## config.mk

```make
export PLATFORM = sky130hd
export DESIGN_NAME = two_class_priority_queue
export DESIGN_NICKNAME = d
export VERILOG_FILES = /design/src/sv/tcpq_pkg.sv /design/src/sv/two_class_priority_queue.sv
export SDC_FILE = /design/constraint.sdc
export NUM_CORES = 1
export LEC_CHECK = 0
export BUFFER_PORTS_ARGS = -buffer_cell sky130_fd_sc_hd__buf_2
export CAP_MARGIN = 20
export CORE_MARGIN = 3
export CORE_UTILIZATION = 50
export DETAILED_ROUTE_END_ITERATION = 7
export PLACE_DENSITY = 0.75
export SLEW_MARGIN = 40
export SYNTH_ARGS = -nofsm -noshare
export SYNTH_HDL_FRONTEND = slang
export SYNTH_SLANG_ARGS = --single-unit
```

## constraint.sdc

```tcl
create_clock -name i_clk -period 3.5 [get_ports i_clk]
set_input_delay 0.525 -clock i_clk [delete_from_list [all_inputs] [get_ports i_clk]]
set_output_delay 0.525 -clock i_clk [all_outputs]
set_load 0.02 [all_outputs]
```

## src/sv/tcpq_pkg.sv

```systemverilog
// ----------------------------------------------------------------------------
// Two-class priority queue package
// Command and status codes shared by the queue and its checker.
// ----------------------------------------------------------------------------
`default_nettype none

package tcpq_pkg;

    localparam int CMD_W    = 2;
    localparam int STATUS_W = 3;

    typedef logic [CMD_W-1:0]    t_cmd;
    typedef logic [STATUS_W-1:0] t_status;

    localparam t_cmd CMD_INSERT = 2'd0;
    localparam t_cmd CMD_SERVE  = 2'd1;
    localparam t_cmd CMD_LOOKUP = 2'd2;

    localparam t_status ST_DONE     = 3'd0;
    localparam t_status ST_DUP      = 3'd1;
    localparam t_status ST_EMPTY    = 3'd2;
    localparam t_status ST_FULL     = 3'd3;
    localparam t_status ST_NOTFOUND = 3'd4;

endpackage

`default_nettype wire

```

## src/sv/two_class_priority_queue.sv

```systemverilog
// ----------------------------------------------------------------------------
// Two-class strict-priority queue of unique ids
// Preferred entries are served ahead of ordinary ones, FIFO within a class.
// ----------------------------------------------------------------------------
//
//  channel   dir  tdata (low bit up)                          tuser
//  -------   ---  ------------------------------------------  -------------
//  s (cmd)   in   id[ID_BITS], preferred, zero pad            cmd[2]
//  m (res)   out  served_id[ID_BITS], is_preferred,           status[3]
//                 occupancy[clog2(CAPACITY+1)], zero pad
//
//  Insert and lookup scan the entries held and stop early on a hit: the
//  single compare unit walks the shared entry memory one read per cycle,
//  preferred class first, behind a registered read.
//  Serve reads the head entry of the class it takes from; serve on an
//  empty queue and an unused command read nothing.
//  Reset clears the heads and counts; the entry memory keeps its contents
//  and is read only inside a class's count.
//  The input is not ready while an item is at work; a finished result waits
//  until the output register is free, and the next item is taken once it has moved there.
//
`default_nettype none

module two_class_priority_queue #(
    parameter int CAPACITY = 16,
    parameter int ID_BITS  = 16
) (
    input  wire logic                                                i_clk,
    input  wire logic                                                i_rst_n,
    // s tdata: id, preferred, zero pad
    input  wire logic [((ID_BITS+1+7)/8)*8-1:0]                      i_s_tdata,
    // s tuser: cmd
    input  wire tcpq_pkg::t_cmd                                      i_s_tuser,
    input  wire logic                                                i_s_tvalid,
    output logic                                                     o_s_tready,
    // m tdata: served_id, is_preferred, occupancy, zero pad
    output logic [((ID_BITS+1+$clog2(CAPACITY+1)+7)/8)*8-1:0]        o_m_tdata,
    // m tuser: status
    output tcpq_pkg::t_status                                        o_m_tuser,
    output logic                                                     o_m_tvalid,
    input  wire logic                                                i_m_tready
);
    import tcpq_pkg::*;

    localparam int IDX_W  = $clog2(CAPACITY);
    localparam int CNT_W  = $clog2(CAPACITY+1);
    localparam int ADDR_W = IDX_W + 1;
    localparam int OUT_W  = ((ID_BITS+1+CNT_W+7)/8)*8;
    localparam int PAD_W  = OUT_W - (ID_BITS+1+CNT_W);

    localparam logic [2:0] S_IDLE    = 3'd0;
    localparam logic [2:0] S_SCAN    = 3'd1;
    localparam logic [2:0] S_RESOLVE = 3'd2;
    localparam logic [2:0] S_FETCH   = 3'd3;
    localparam logic [2:0] S_TAKE    = 3'd4;
    localparam logic [2:0] S_DONE    = 3'd5;

    // Add two ring indexes (sum below twice the capacity) and wrap.
    function automatic logic [IDX_W-1:0] wrap_add(input logic [IDX_W-1:0] a,
                                                  input logic [IDX_W-1:0] b);
        logic [IDX_W:0] s;
        s = {1'b0, a} + {1'b0, b};
        if (s >= (IDX_W+1)'(CAPACITY)) begin
            s = s - (IDX_W+1)'(CAPACITY);
        end
        return s[IDX_W-1:0];
    endfunction

    // Control state
    logic [2:0]         r_state,    n_state;
    logic [IDX_W-1:0]   r_phead,    n_phead;
    logic [IDX_W-1:0]   r_ohead,    n_ohead;
    logic [CNT_W-1:0]   r_pcnt,     n_pcnt;
    logic [CNT_W-1:0]   r_ocnt,     n_ocnt;
    logic [IDX_W-1:0]   r_k,        n_k;
    logic               r_scls,     n_scls;
    logic               r_issue,    n_issue;
    logic               r_rd_vld,   n_rd_vld;
    logic               r_rd_cls,   n_rd_cls;
    logic               r_hit,      n_hit;
    logic               r_hit_cls,  n_hit_cls;
    logic               r_m_tvalid, n_m_tvalid;

    // Payload held for the item at work and for the output
    t_cmd               r_cmd,      n_cmd;
    logic [ID_BITS-1:0] r_id,       n_id;
    logic               r_pref,     n_pref;
    t_status            r_status,   n_status;
    logic [ID_BITS-1:0] r_served,   n_served;
    logic               r_cls,      n_cls;
    t_status            r_m_status, n_m_status;
    logic [ID_BITS-1:0] r_m_served, n_m_served;
    logic               r_m_cls,    n_m_cls;
    logic [CNT_W-1:0]   r_m_occ,    n_m_occ;

    // Entry memory: upper address bit set for the preferred class
    logic [ID_BITS-1:0] r_mem [2**ADDR_W];
    logic [ID_BITS-1:0] r_rd_data;
    logic               rd_en;
    logic [ADDR_W-1:0]  rd_addr;
    logic               wr_en;
    logic [ADDR_W-1:0]  wr_addr;

    logic [CNT_W-1:0]   w_total;
    logic [CNT_W-1:0]   w_scnt;
    logic [IDX_W-1:0]   w_shead;
    logic [CNT_W-1:0]   w_k_next;
    logic               w_hit_now;
    logic               w_scan_end;
    logic               w_accept;
    logic               w_load_out;

    assign w_total    = r_pcnt + r_ocnt;
    assign w_scnt     = r_scls ? r_pcnt : r_ocnt;
    assign w_shead    = r_scls ? r_phead : r_ohead;
    assign w_k_next   = CNT_W'(r_k) + CNT_W'(1);
    // The compare unit: one stored id against the item's id per cycle
    assign w_hit_now  = r_rd_vld && (r_rd_data == r_id);
    assign w_scan_end = w_hit_now || (!r_issue && !r_rd_vld);
    assign w_accept   = i_s_tvalid && o_s_tready;
    assign w_load_out = (r_state == S_DONE) && (!r_m_tvalid || i_m_tready);

    assign o_s_tready = (r_state == S_IDLE);

    always_comb begin
        n_state    = r_state;
        n_phead    = r_phead;
        n_ohead    = r_ohead;
        n_pcnt     = r_pcnt;
        n_ocnt     = r_ocnt;
        n_k        = r_k;
        n_scls     = r_scls;
        n_issue    = r_issue;
        n_rd_vld   = 1'b0;
        n_rd_cls   = r_scls;
        n_hit      = r_hit;
        n_hit_cls  = r_hit_cls;
        n_cmd      = r_cmd;
        n_id       = r_id;
        n_pref     = r_pref;
        n_status   = r_status;
        n_served   = r_served;
        n_cls      = r_cls;
        n_m_tvalid = r_m_tvalid;
        n_m_status = r_m_status;
        n_m_served = r_m_served;
        n_m_cls    = r_m_cls;
        n_m_occ    = r_m_occ;
        rd_en      = 1'b0;
        rd_addr    = {r_scls, wrap_add(w_shead, r_k)};
        wr_en      = 1'b0;
        wr_addr    = {r_pref, r_pref ? wrap_add(r_phead, r_pcnt[IDX_W-1:0])
                                     : wrap_add(r_ohead, r_ocnt[IDX_W-1:0])};

        // Drop the output item once taken
        if (r_m_tvalid && i_m_tready) begin
            n_m_tvalid = 1'b0;
        end

        case (r_state)
            S_IDLE: begin
                if (w_accept) begin
                    n_cmd     = i_s_tuser;
                    n_id      = i_s_tdata[ID_BITS-1:0];
                    n_pref    = i_s_tdata[ID_BITS];
                    n_status  = ST_DONE;
                    n_served  = '0;
                    n_cls     = 1'b0;
                    n_hit     = 1'b0;
                    n_hit_cls = 1'b0;
                    n_k       = '0;
                    case (i_s_tuser)
                        CMD_INSERT, CMD_LOOKUP: begin
                            // Walk the preferred class first, then ordinary
                            n_scls  = (r_pcnt != '0);
                            n_issue = (r_pcnt != '0) || (r_ocnt != '0);
                            n_state = S_SCAN;
                        end
                        CMD_SERVE: begin
                            if (r_pcnt != '0) begin
                                n_cls   = 1'b1;
                                n_state = S_FETCH;
                            end else if (r_ocnt != '0) begin
                                n_cls   = 1'b0;
                                n_state = S_FETCH;
                            end else begin
                                n_status = ST_EMPTY;
                                n_state  = S_DONE;
                            end
                        end
                        default: begin
                            n_state = S_DONE;
                        end
                    endcase
                end
            end

            S_SCAN: begin
                rd_en    = r_issue;
                n_rd_vld = r_issue && !w_scan_end;
                if (r_issue) begin
                    if (w_k_next == w_scnt) begin
                        if (r_scls && (r_ocnt != '0)) begin
                            n_scls = 1'b0;
                            n_k    = '0;
                        end else begin
                            n_issue = 1'b0;
                        end
                    end else begin
                        n_k = w_k_next[IDX_W-1:0];
                    end
                end
                if (w_scan_end) begin
                    n_issue   = 1'b0;
                    n_hit     = w_hit_now;
                    n_hit_cls = r_rd_cls;
                    n_state   = S_RESOLVE;
                end
            end

            S_RESOLVE: begin
                if (r_cmd == CMD_INSERT) begin
                    if (r_hit) begin
                        n_status = ST_DUP;
                    end else if (w_total >= CNT_W'(CAPACITY)) begin
                        n_status = ST_FULL;
                    end else begin
                        wr_en = 1'b1;
                        if (r_pref) begin
                            n_pcnt = r_pcnt + CNT_W'(1);
                        end else begin
                            n_ocnt = r_ocnt + CNT_W'(1);
                        end
                    end
                end else begin
                    if (r_hit) begin
                        n_cls = r_hit_cls;
                    end else begin
                        n_status = ST_NOTFOUND;
                    end
                end
                n_state = S_DONE;
            end

            S_FETCH: begin
                // Read the front entry of the chosen class
                rd_en   = 1'b1;
                rd_addr = {r_cls, r_cls ? r_phead : r_ohead};
                n_state = S_TAKE;
            end

            S_TAKE: begin
                n_served = r_rd_data;
                if (r_cls) begin
                    n_phead = wrap_add(r_phead, IDX_W'(1));
                    n_pcnt  = r_pcnt - CNT_W'(1);
                end else begin
                    n_ohead = wrap_add(r_ohead, IDX_W'(1));
                    n_ocnt  = r_ocnt - CNT_W'(1);
                end
                n_state = S_DONE;
            end

            S_DONE: begin
                // Advance once the output register is free
                if (w_load_out) begin
                    n_m_tvalid = 1'b1;
                    n_m_status = r_status;
                    n_m_served = r_served;
                    n_m_cls    = r_cls;
                    n_m_occ    = w_total;
                    n_state    = S_IDLE;
                end
            end

            default: begin
                n_state = S_IDLE;
            end
        endcase
    end

    always_ff @(posedge i_clk) begin
        if (!i_rst_n) begin
            r_state    <= S_IDLE;
            r_phead    <= '0;
            r_ohead    <= '0;
            r_pcnt     <= '0;
            r_ocnt     <= '0;
            r_k        <= '0;
            r_scls     <= 1'b0;
            r_issue    <= 1'b0;
            r_rd_vld   <= 1'b0;
            r_rd_cls   <= 1'b0;
            r_hit      <= 1'b0;
            r_hit_cls  <= 1'b0;
            r_m_tvalid <= 1'b0;
        end else begin
            r_state    <= n_state;
            r_phead    <= n_phead;
            r_ohead    <= n_ohead;
            r_pcnt     <= n_pcnt;
            r_ocnt     <= n_ocnt;
            r_k        <= n_k;
            r_scls     <= n_scls;
            r_issue    <= n_issue;
            r_rd_vld   <= n_rd_vld;
            r_rd_cls   <= n_rd_cls;
            r_hit      <= n_hit;
            r_hit_cls  <= n_hit_cls;
            r_m_tvalid <= n_m_tvalid;
        end
    end

    always_ff @(posedge i_clk) begin
        r_cmd      <= n_cmd;
        r_id       <= n_id;
        r_pref     <= n_pref;
        r_status   <= n_status;
        r_served   <= n_served;
        r_cls      <= n_cls;
        r_m_status <= n_m_status;
        r_m_served <= n_m_served;
        r_m_cls    <= n_m_cls;
        r_m_occ    <= n_m_occ;
    end

    // Entry memory with registered read
    always_ff @(posedge i_clk) begin
        if (wr_en) begin
            r_mem[wr_addr] <= r_id;
        end
        if (rd_en) begin
            r_rd_data <= r_mem[rd_addr];
        end
    end

    assign o_m_tvalid = r_m_tvalid;
    assign o_m_tuser  = r_m_status;
    generate
        if (PAD_W > 0) begin : g_pad
            assign o_m_tdata = {{PAD_W{1'b0}}, r_m_occ, r_m_cls, r_m_served};
        end else begin : g_nopad
            assign o_m_tdata = {r_m_occ, r_m_cls, r_m_served};
        end
    endgenerate

endmodule

`default_nettype wire

```

## Word level (Yosys, flattened, before mapping)

Memory sizes are Yosys's and may differ from the RTL's. A register that Yosys moved wholly into a read port is not among the register bits.
Index checks and enable logic that the tools add are counted.

- Add/sub/neg operators: 16
- Multiply operators: 0
- Div/mod/pow operators: 0
- Magnitude comparators: 6
- Equality and inequality tests: 28
- Shifts and indexed selects: 0
- Multiplexer cells: 79
- Bitwise gates (word level): 1
- Reduce and logical (&&, ||, !) cells: 40

Operators by type and width:

| cell | count |
|---|---|
| $mux W5 | 12 |
| $mux W4 | 12 |
| $pmux W16 S2 | 1 |
| $ge A5 B5 Y1 const B | 6 |
| $mux W3 | 10 |
| $mux W1 | 28 |
| $ne A2 B2 Y1 const B | 14 |
| $pmux W5 S2 | 2 |
| $sub A4 B1 Y4 const B | 5 |
| $reduce_and A6 Y1 | 3 |
| $eq A16 B16 Y1 | 1 |
| $mux W16 | 1 |
| $add A4 B1 Y5 const B | 3 |
| $add A4 B4 Y5 | 3 |
| $pmux W3 S5 | 1 |
| $pmux W1 S2 | 6 |
| $pmux W3 S2 | 2 |
| $reduce_and A2 Y1 | 6 |
| $reduce_and A4 Y1 | 3 |
| $add A5 B1 Y5 const B | 2 |
| $reduce_bool A5 Y1 | 2 |
| $sub A5 B1 Y5 const B | 2 |
| $reduce_and A3 Y1 | 3 |
| $pmux W4 S2 | 1 |
| 19 further kinds | 41 |

- Register bits: 96
- Latch bits: 0
- RAM bits: 512
- Memory bits (read-only): 0
- Input port bits: 30
- Output and inout port bits: 29
- Logic and storage cells: 194
- Memories kept: 1

Memories:

| name | words | bits a word | rd ports | clocked after memory_dff | wr ports | RTL line | source |
|---|---|---|---|---|---|---|---|
| r_mem | 32 | 16 | 1 | 1 | 1 | two_class_priority_queue.sv:97 | `logic [ID_BITS-1:0] r_mem [2**ADDR_W];` |

## Longest topological paths before layout

- Depth in word-level cells: 8
- Depth in mapped cells: 14

## Worst setup path before layout

OpenSTA, ideal clock, no wires.

- Kind: register to register
- Start point: register r_scls (netlist: n_rd_cls)
- End point: register r_rd_data[14], read port of r_mem (data pin)
- Data arrival time: 3190 ps
- Slack: 39 ps
- Cell stages (with the launch flop): 12
- Buffers on the path: 3
- Cells stage by stage: dfxtp_1 clkbuf_1 buf_2 mux2_2 ha_1 fa_1 mux2i_4 buf_2 mux2_2 o22ai_1 nor3_1 or4_1

- Longest elaborated chain between the ends: 5
- Elaborated cells between the ends (all ways): 6
- Classes of those cells: add/sub: 2; order compare: 1; mux: 3

Ends and longest elaborated chain:

| what | RTL line | source |
|---|---|---|
| start: declaration | two_class_priority_queue.sv:76 | `logic r_scls, n_scls;` |
| start signal: assignment | two_class_priority_queue.sv:304 | `r_scls <= n_scls;` |
| $mux W4 | two_class_priority_queue.sv:115 | `assign w_shead = r_scls ? r_phead : r_ohead;` |
| $add A4 B4 Y5 | two_class_priority_queue.sv:62 | `s = {1'b0, a} + {1'b0, b};` |
| $sub A4 B1 Y4 / $ge A5 B5 Y1 (equally long branches) | two_class_priority_queue.sv:64, two_class_priority_queue.sv:63 |  |
| $mux W4 | two_class_priority_queue.sv:63 | `if (s >= (IDX_W+1)'(CAPACITY)) begin` |
| $mux W5 (*) | two_class_priority_queue.sv:160 | `case (r_state)` |
| end: declaration | two_class_priority_queue.sv:98 | `logic [ID_BITS-1:0] r_rd_data;` |

Every way passes the cells marked *; elsewhere a longest branch is shown, timed or not.
A chain may end at the register's enable or synchronous reset.

## Worst setup path after layout

- Start point: register r_scls (netlist: n_rd_cls)
- End point: register r_rd_data[6], read port of r_mem (data pin)

Same word-level chain as after synthesis.

==> metrics.csv <==
metric,value,unit
status,finished clean,
fin_crit,3490,ps
die_w,230,um
via_per_inst,5.84,
placed_area,27200,sq um
wire_per_inst,23.9,um
drt.antenna.violating_nets,0,
avgSynthCellArea,16.4,sq um
core,49400,sq um
clock_path_buffers,3,
critPathKind,reg -> reg,
r2r-start,n_rd_cls,
rrSetupSlack,10,ps
cts_buffers,57,
tightest_slew,850,ps
io_buffer_count,49,
track_usage,21.6,%
critPathCaptureType,flop,
required,3980,ps
yosysWarnings,0,
clock-sinks,624,
synthSimpleGateAreaFrac,4.77,%
grt_pass1_wl,85400,um
initial_core_util,51.0,%
grt_remaining_overflow,0,
start_kind,flop,
finalWorstSetupSlack,11.7,ps
rows,81,
maxCapViolCount,0,
drt-total-wl,57800,um
setup-violations-final,0,
gp_congestion,0.891,
max_stage_delay,590,ps
ys_seq_area_share,73.1,%
place_ws,-98.0,ps
crit_arrival,3970,ps
synthArstFlopShare,0,%
hold_class,in -> reg,
hold_depth,1,
ys_types,56,
hp-start,i_s_tdata[5],
path_cells,mux2_2 > ha_1 > fa_2 > mux2i_4 > buf_12 > buf_12 > buf_12 > mux2i_1 > o22ai_1 > nor2_1 > a21oi_1 > o311a_1,
min_period_over_period,99.7,%
finalClockSkew,22.7,ps
synth_flop_cell,edfxtp_1,
drt_iter0_drc,1577,
die_area,53100,sq um
cts_root_buf,clkbuf_16,
fill_cells,3605,
clkLatencyLatePin,610,ps
first_global_vias,13697,
cp_slowest_cell,fa_2,
layout_commonest_cell,edfxtp_1,
layout-drive-gt1-share,17.4,%
dp_hpwl,37400,um
synth_seq_cells,624,
cp_num_buf_inv,3,
syn_inst,1533,
r2r-end,r_rd_data[6],
drcViolationCount,0,
synthToLayoutAreaGrowth,15.1,%
p_leak,0.0114,uW
cts_tree,built,
layout.nets,1771,
slew_viol_final,0,
cp_common_cell,buf_12,
ff2ff_path_depth,12,
synth_compound_area_share,5.70,%
antenna_cells,0,
synth_top_family_by_area,multiplexers,
rsz0062_at_grt,false,
dr.pass1.iters,5,
grt_max_degree,37,
synth_xor_area_share,1.77,%
htree_levels,2,
crit_fanout,19,
ir_worst_vdd,0.367,mV
antenna_found_initial,0,
finalInstanceArea,29000,sq um
die_h,230,um
cp_top_family,compound AO/OA/AOI/OAI gates,
min_to,r_id[5],
synth_edf_count,592,
hold_viol_final,0,
p_per_area,550,nW/um^2
ioPinCount,59,
timing.fmax,287,MHz
layout_common_cells,"592 x edfxtp_1, 254 x mux2i_1, 129 x o22ai_1",
synth_adder_area_share,1.57,%
clk_pin_slew,60,ps
relSlewSlack,43.2,%
via_count,14130,
synthesis.area,25200,sq um
synthMuxAreaShare,11.2,%
registers in the layout (all words and copies together) (netlist names), 4 cells and up:
register	flops
r_m_served	16
r_served	16
r_phead	4
r_k	4
r_ohead	4
r_m_occ	5
r_pcnt	5
r_mem	512
r_ocnt	5
r_id	16
r_rd_data	16
cell families (layout without fill, tap and decap cells):
kind of cell / count (synthesis) / in the layout
buf+inv: 90 / 311
mux: 278 / 278
other cells: 1 / 2
compound gates: 221 / 221
simple gates: 240 / 240
flops: 624 / 624
fa+ha+maj: 28 / 28
xor+xnor: 51 / 51
layer usage:
| metal | routed length, um | vias to the layer above | track usage (%) |
|---|---|---|---|
| met2 | 27700 | 582 | 34.9 |
| met1 | 23600 | 7075 | 30.0 |
| li1 | - | 6364 | - |
| met3 | 4440 | 109 | 3.31 |
| met4 | 2030 | 0 | 7.97 |
| met5 | 0 | - | 0 |
worst max path at each step:
| stage | startpoint | cells after the start | endpoint |
|---|---|---|---|
| after floorplan | n_rd_cls | 11 | r_rd_data[14] |
| after global placement | n_rd_cls | 12 | r_rd_data[1] |
| after detailed placement | n_rd_cls | 12 | r_rd_data[1] |
| after CTS | n_rd_cls | 12 | r_rd_data[6] |
| after global routing | n_rd_cls | 11 | r_rd_data[5] |
| final | n_rd_cls | 12 | r_rd_data[6] |
area by class of cell:
type	count	area, sq um	share of cell area (%)
timing repair buffer	195	1650	5.68
multi-input combinational	820	6360	21.9
inverter	15	56.3	0.194
tap	664	831	2.86
clock buffer	73	1510	5.20
sequential	624	18400	63.5
clock inverter	28	191	0.660
stage by stage:
stage | utilization (%) | std cells | hold slack [ps] | TNS [ps] | total power [uW]
3_5_place_dp | 55.2 | 2316 | 405 | -139 | 10400
5_1_grt | 58.8 | 2419 | 63.4 | 0 | 16400
6_report | 58.8 | 2419 | 89.1 | 0 | 16000
3_3_place_gp | 55.2 | 2316 | 408 | -52.9 | 10300
4_1_cts | 58.7 | 2418 | 56.2 | 0 | 16000
2_1_floorplan | - | 1534 | 400 | 0 | 9680
report_power, final:
group / switching, uW / internal [uW] / leakage [uW] / total [uW]
Combinational: 1030 / 523 / 0.00496 / 1560
Sequential: 137 / 8560 / 0.00561 / 8700
Clock: 2540 / 3170 / 0.000831 / 5710
Total: 3710 / 12300 / 0.0114 / 16000
synthesized netlist by cell type (5+ instances only):
cell	count	area, sq um
buf_2	17	85.1
o21ai_0	16	80.1
xnor2_1	39	342
a21boi_0	5	37.5
o22ai_1	129	807
ha_1	22	275
dfxtp_1	32	641
clkbuf_1	34	128
mux2_2	18	203
nand2b_1	6	37.5
nand2_1	43	161
o311a_1	15	150
xor2_1	12	105
nor3_1	24	120
mux2i_1	255	2550
nor2b_1	8	50.1
nand4_1	6	37.5
nor4_1	5	31.3
nand3_1	18	90.1
edfxtp_1	592	17800
a21oi_1	29	145
and2_1	30	188
buf_4	21	158
fa_1	6	120
or3_1	15	93.8
nor2_1	69	259
a21o_1	8	60.1
inv_1	15	56.3
timing repair:
item,CTS,global route
hold buffers,0,0
gates resized for setup,1,5
setup endpoints to repair,11,14
pin swaps,0,2
endpoints found under the hold margin,0,0
cloned,0,1
buffers inserted,1,0
Note: power is estimated with default switching activity, not from simulation.
